### config.mk
export PLATFORM = sky130hd
export DESIGN_NAME = blbc_cell
export DESIGN_NICKNAME = d
export VERILOG_FILES = /design/src/rtl/blbc_pkg.sv /design/src/rtl/blbc_cell.sv
export SDC_FILE = /design/constraint.sdc
export NUM_CORES = 1
export LEC_CHECK = 0
export ABC_AREA = 1
export BUFFER_PORTS_ARGS = -buffer_cell sky130_fd_sc_hd__buf_4
export CORE_ASPECT_RATIO = 2
export CORE_MARGIN = 2
export CORE_UTILIZATION = 42
export DETAILED_ROUTE_END_ITERATION = 8
export GPL_ROUTABILITY_DRIVEN = 0
export PLACE_DENSITY = 0.77
export SKIP_LAST_GASP = 1
export SLEW_MARGIN = 20
export SYNTH_ARGS = -nofsm -noshare
export SYNTH_HDL_FRONTEND = slang
export SYNTH_SLANG_ARGS = --single-unit
### constraint.sdc
create_clock -name clock -period 9.16 [get_ports clock]
set_input_delay 1.374 -clock clock [delete_from_list [all_inputs] [get_ports clock]]
set_output_delay 1.374 -clock clock [all_outputs]
set_load 0.03 [all_outputs]
### src/rtl/blbc_pkg.sv
`default_nettype none
package blbc_pkg;

   localparam int ENTRIES = 32;
   localparam int KEY_W   = 64;
   localparam int SIZE_W  = 31;
   localparam int RANK_W  = $clog2(ENTRIES);
   localparam int LIVE_W  = $clog2(ENTRIES + 1);

   localparam logic [SIZE_W-1:0] CAP_RESET = SIZE_W'(1048576);

   localparam logic REQ_ACCESS = 1'b0;
   localparam logic REQ_FILL   = 1'b1;

   localparam logic [2:0] CSR_CAP_ADDR = 3'd0;

   typedef enum logic [2:0] {
      ST_HIT       = 3'd0,
      ST_MISS      = 3'd1,
      ST_INSERTED  = 3'd2,
      ST_REFRESHED = 3'd3,
      ST_REJECTED  = 3'd4,
      ST_EVICTED   = 3'd5
   } status_type;

   typedef enum logic [1:0] {
      OP_NONE,
      OP_TOUCH,
      OP_INSERT,
      OP_EVICT
   } cell_op_type;

   typedef enum logic [1:0] {
      S_IDLE,
      S_LOOK,
      S_FILL
   } state_type;

   // broadcast to every cell
   typedef struct packed {
      cell_op_type       op;
      logic [KEY_W-1:0]  key;
      logic [SIZE_W-1:0] size;
      logic [RANK_W-1:0] touch_rank;
      logic [RANK_W-1:0] victim_rank;
   } cell_cmd_type;

   // passed from cell i to cell i+1; lowest index claims first
   typedef struct packed {
      logic              found_match;
      logic [RANK_W-1:0] match_rank;
      logic              found_free;
      logic              found_victim;
      logic [KEY_W-1:0]  victim_key;
      logic [SIZE_W-1:0] victim_size;
   } chain_type;

endpackage
`default_nettype wire

### src/rtl/blbc_cell.sv
`default_nettype none
module blbc_cell (
   input  wire                      clock,
   input  wire                      reset,
   input  wire blbc_pkg::cell_cmd_type cmd,
   input  wire blbc_pkg::chain_type    chain_in,
   output blbc_pkg::chain_type      chain_out
);
   import blbc_pkg::*;

   logic              valid_ff, valid_in;
   logic [KEY_W-1:0]  key_ff, key_in;
   logic [SIZE_W-1:0] size_ff, size_in;
   logic [RANK_W-1:0] rank_ff, rank_in;

   logic hit, victim, sel_hit, sel_free, sel_victim;

   assign hit        = valid_ff && (key_ff == cmd.key);
   assign victim     = valid_ff && (rank_ff == cmd.victim_rank);
   assign sel_hit    = hit && !chain_in.found_match;
   assign sel_free   = !valid_ff && !chain_in.found_free;
   assign sel_victim = victim && !chain_in.found_victim;

   always_comb begin
      chain_out              = chain_in;
      chain_out.found_match  = chain_in.found_match | hit;
      chain_out.found_free   = chain_in.found_free | !valid_ff;
      chain_out.found_victim = chain_in.found_victim | victim;
      if (sel_hit) begin
         chain_out.match_rank = rank_ff;
      end
      if (sel_victim) begin
         chain_out.victim_key  = key_ff;
         chain_out.victim_size = size_ff;
      end
   end

   always_comb begin
      valid_in = valid_ff;
      key_in   = key_ff;
      size_in  = size_ff;
      rank_in  = rank_ff;
      case (cmd.op)
         OP_TOUCH: begin
            if (sel_hit) begin
               rank_in = '0;
            end else if (valid_ff && rank_ff < cmd.touch_rank) begin
               rank_in = RANK_W'(rank_ff + 1'b1);
            end
         end
         OP_INSERT: begin
            if (valid_ff) begin
               rank_in = RANK_W'(rank_ff + 1'b1);
            end else if (sel_free) begin
               valid_in = 1'b1;
               key_in   = cmd.key;
               size_in  = cmd.size;
               rank_in  = '0;
            end
         end
         OP_EVICT: begin
            if (sel_victim) begin
               valid_in = 1'b0;
            end
         end
         default: ;
      endcase
   end

   always_ff @(posedge clock) begin
      if (reset) begin
         valid_ff <= 1'b0;
      end else begin
         valid_ff <= valid_in;
      end
   end

   always_ff @(posedge clock) begin
      key_ff  <= key_in;
      size_ff <= size_in;
      rank_ff <= rank_in;
   end

endmodule
`default_nettype wire

==> run summary <==
- **run status** completed
- **Setup Viol. Count Final** 0
- **All-Layer GR Usage** 0.2335
- **final routed wire length divided by cell count** 14.61 um
- **slew of the pin with the lowest slew margin** 907.5 ps
- **clock insertion delay at the later pin of the skew report** 340 ps
- **flip-flop and latch count after synthesis** 101
- **count of nets left with antenna violations after detail routing** 0
- **total I/O pin count** 315
- **synth-to-layout area growth** 45.57%
- **top post-synthesis cells by area** sky130_fd_sc_hd__edfxtp_1 48%, sky130_fd_sc_hd__nand2_1 19%, sky130_fd_sc_hd__inv_1 8.0%, sky130_fd_sc_hd__mux2_1 6.9%, sky130_fd_sc_hd__nor2_1 4.8%
- **met1 Resource Use GR** 0.2143
- **count of endpoints failing hold in the final timing report** 0
- **area fraction of the dominant cell type after synthesis** 0.4833
- **signal arrival time at the worst endpoint** 3810 ps
- **Detail Placement HPWL** 15620 um
- **Final Instance Area** 9045 um^2
- **starting utilization of the core area** 0.4306
- **Avg Inst Size Synth** 7.777 um^2
- **total wirelength of the detailed-routed design** 19080 um
- **vertical die dimension** 176.0 um
- **minimum clock period after layout** 5187 ps
- **TritonCTS clock tree** done
- **count of unresolved DRC violations after routing** 0
- **Vias per Instance** 4.666
- **Num CTS Buffers** 9
- **Yosys warnings** 0
- **met2 Resource Use GR** 0.4596
- **Worst IR Drop VDD** 84.80 uV
- **final worst hold slack** 663.5 ps
- **number of standard cells after synthesis** 799
- **top library cells by usage in the layout, fill and taps aside** 317 x sky130_fd_sc_hd__buf_4, 309 x sky130_fd_sc_hd__nand2_1, 132 x sky130_fd_sc_hd__inv_1
- **highest achievable clock rate** 192.8 MHz
- **Clock transition at path regs** 70 ps
- **number of global-route vias before repair** 6060
- **violation count after the first detailed-routing iteration** 218
- **cell at the root of the clock tree** sky130_fd_sc_hd__clkbuf_16
- **final core utilization** 0.6269
- **startpoint types** input pin
- **Min-Delay Path Class** reg2reg
- **worst rel slew slack** 0.3950
- **data required time of the critical path** 7790 ps
- **Ant. Diodes** 0
- **nets@finish** 1326
- **highest net fanout along the worst path** 86
- **Mapped Nets** 1016
- **number of antenna violations at the first check in global routing** 0
- **total setup buffers inserted after CTS** 0
- **Pleak** 4.755 nW
- **area of the multi-input gates** 2615 um^2
- **total die area** 15840 um^2
- **sequential group share of total power** 0.459
- **number of iterations in the first detailed-routing pass** 5
- **placement-stage cell area** 8761 um^2
- **combinational share of power** 0.222
- **most common cell after layout, fill and taps aside** sky130_fd_sc_hd__buf_4
- **final-report max-slew violation count** 0
- **largest area contributor in the netlist** sky130_fd_sc_hd__edfxtp_1
- **path type of the worst setup path** in2out
- **# port buffers** 314
- **GRT Residual Overflow** 0
- **core region area** 14430 um^2
- **max-cap viol count** 0
- **kind of end point of the critical path** primary output
- **total power consumption of the routed design** 1.160 mW
- **switching fraction of total power** 0.2797
- **share of the cycle needed by the critical path after routing** 0.5663
- **count of distinct cell types in the synthesized netlist** 25
- **post-synthesis cell area** 6213 um^2
- **most used routing layer in global routing** met2
- **hold-fix buffer count after cts** 0
- **clock network power share** 0.319
- **sequential area share after synthesis** 0.4865
- **post-CTS resize count** 0
- **internal power** 0.8356 mW
- **met3 routing resource usage after global routing** 0.05847
- **DR vias** 6094
- **Net Sw Power** 0.3245 mW
- **H-tree depth** 3
- **maximum number of pins on one net before global-route repair** 87
- **Total Neg Setup Slack** 0 ps
- **layout cells sized above 1** 0.3043
- **Storage cell area** 3023 um^2
- **skew final** 8.846 ps
- **unrepaired setup endpoints after global routing** false
- **wire length of the first global-routing pass** 29050 um
- **maximum count of clock buffers along a single path** 2
- **FILL cells** 1313
- **clock net sink count** 101
- **power per cell area** 128.3 nW/um^2
- **number of placement rows** 62
- **Die X-Extent** 90.01 um
==> final cells by class <==
class                           count  share of cell area
Clock buffer                       10             0.02531
Sequential cell                   101              0.3342
Inverter                          134             0.05561
Timing Repair Buffer              317              0.2631
Clock inverter                      6            0.006087
Tap cell                          192             0.02656
Multi-Input combinational cell    546              0.2891
==> per-layer routing <==
layer  vias to the layer above  part of all wire
li1                       3133                 -
met2                       237              0.55
met4                         0             0.047
met1                      2676              0.33
met3                        48             0.072
met5                         -                 0
==> registers in the layout, indices dropped and copies added, names as in the netlist <==
| register | cells |
|---|---|
| size_ff | 31 |
| key_ff | 64 |
| rank_ff | 5 |
| valid_ff | 1 |
==> Yosys cell counts (all sizes together) <==
master and instances:
nand3 17, nor2 80, and3 1, o21ai 66, clkbuf 4, buf 14, xor2 10, nand4 5
and2 2, o21a 1, a22o 1, dfxtp 1, edfxtp 100, or2 1, nand2 309, xnor2 3
nor3 4, ha 5, inv 134, a21oi 3, mux2 38
==> critical path, cell delays in order <==
cell and delay (ps):
sky130_fd_sc_hd__buf_4 110, sky130_fd_sc_hd__a22o_1 240, sky130_fd_sc_hd__nor3_2 210, sky130_fd_sc_hd__nand3_4 560, sky130_fd_sc_hd__buf_4 630, sky130_fd_sc_hd__mux2_1 450
sky130_fd_sc_hd__buf_4 180
==> power groups by stage <==
stage / logic, mW / registers [mW] / clock network [mW]
global placement: 0.253 / 0.542 / 0
CTS: 0.260 / 0.533 / 0.377
global route: 0.281 / 0.534 / 0.393
floorplan: 0.127 / 0.543 / 0
finish: 0.258 / 0.533 / 0.370
detailed placement: 0.259 / 0.543 / 0
==> cell families after synthesis <==
| kind of cell | Yosys count | share of synthesized area |
|---|---|---|
| xor+xnor | 13 | 0.01832 |
| fa+ha+maj | 5 | 0.01007 |
| flops | 101 | 0.4865 |
| compound gates | 71 | 0.05820 |
| mux | 38 | 0.06887 |
| simple gates | 419 | 0.2634 |
| buf+inv | 152 | 0.09464 |
==> through the flow <==
| step | cells | setup slack [ps] |
|---|---|---|
| floorplan | 799 | 234.8 |
| detailed placement | 1290 | 3995 |
| global placement | 1290 | 4072 |
| CTS | 1306 | 3986 |
| finish | 1306 | 3973 |
| global route | 1306 | 3755 |
==> final timing paths <==
kind | slack (ps) | cells past startpoint | from | to
hold reg to reg | 660 | 2 | valid_ff$_SDFFE_PP0P_ | valid_ff$_SDFFE_PP0P_
hold / removal | 660 | 2 | valid_ff$_SDFFE_PP0P_ | valid_ff$_SDFFE_PP0P_
setup / recovery | 3970 | 7 | cmd[1] | chain_out[3]
setup reg to reg | 6400 | 6 | valid_ff$_SDFFE_PP0P_ | valid_ff$_SDFFE_PP0P_
No activity file was read; power rests on OpenSTA's default activity.
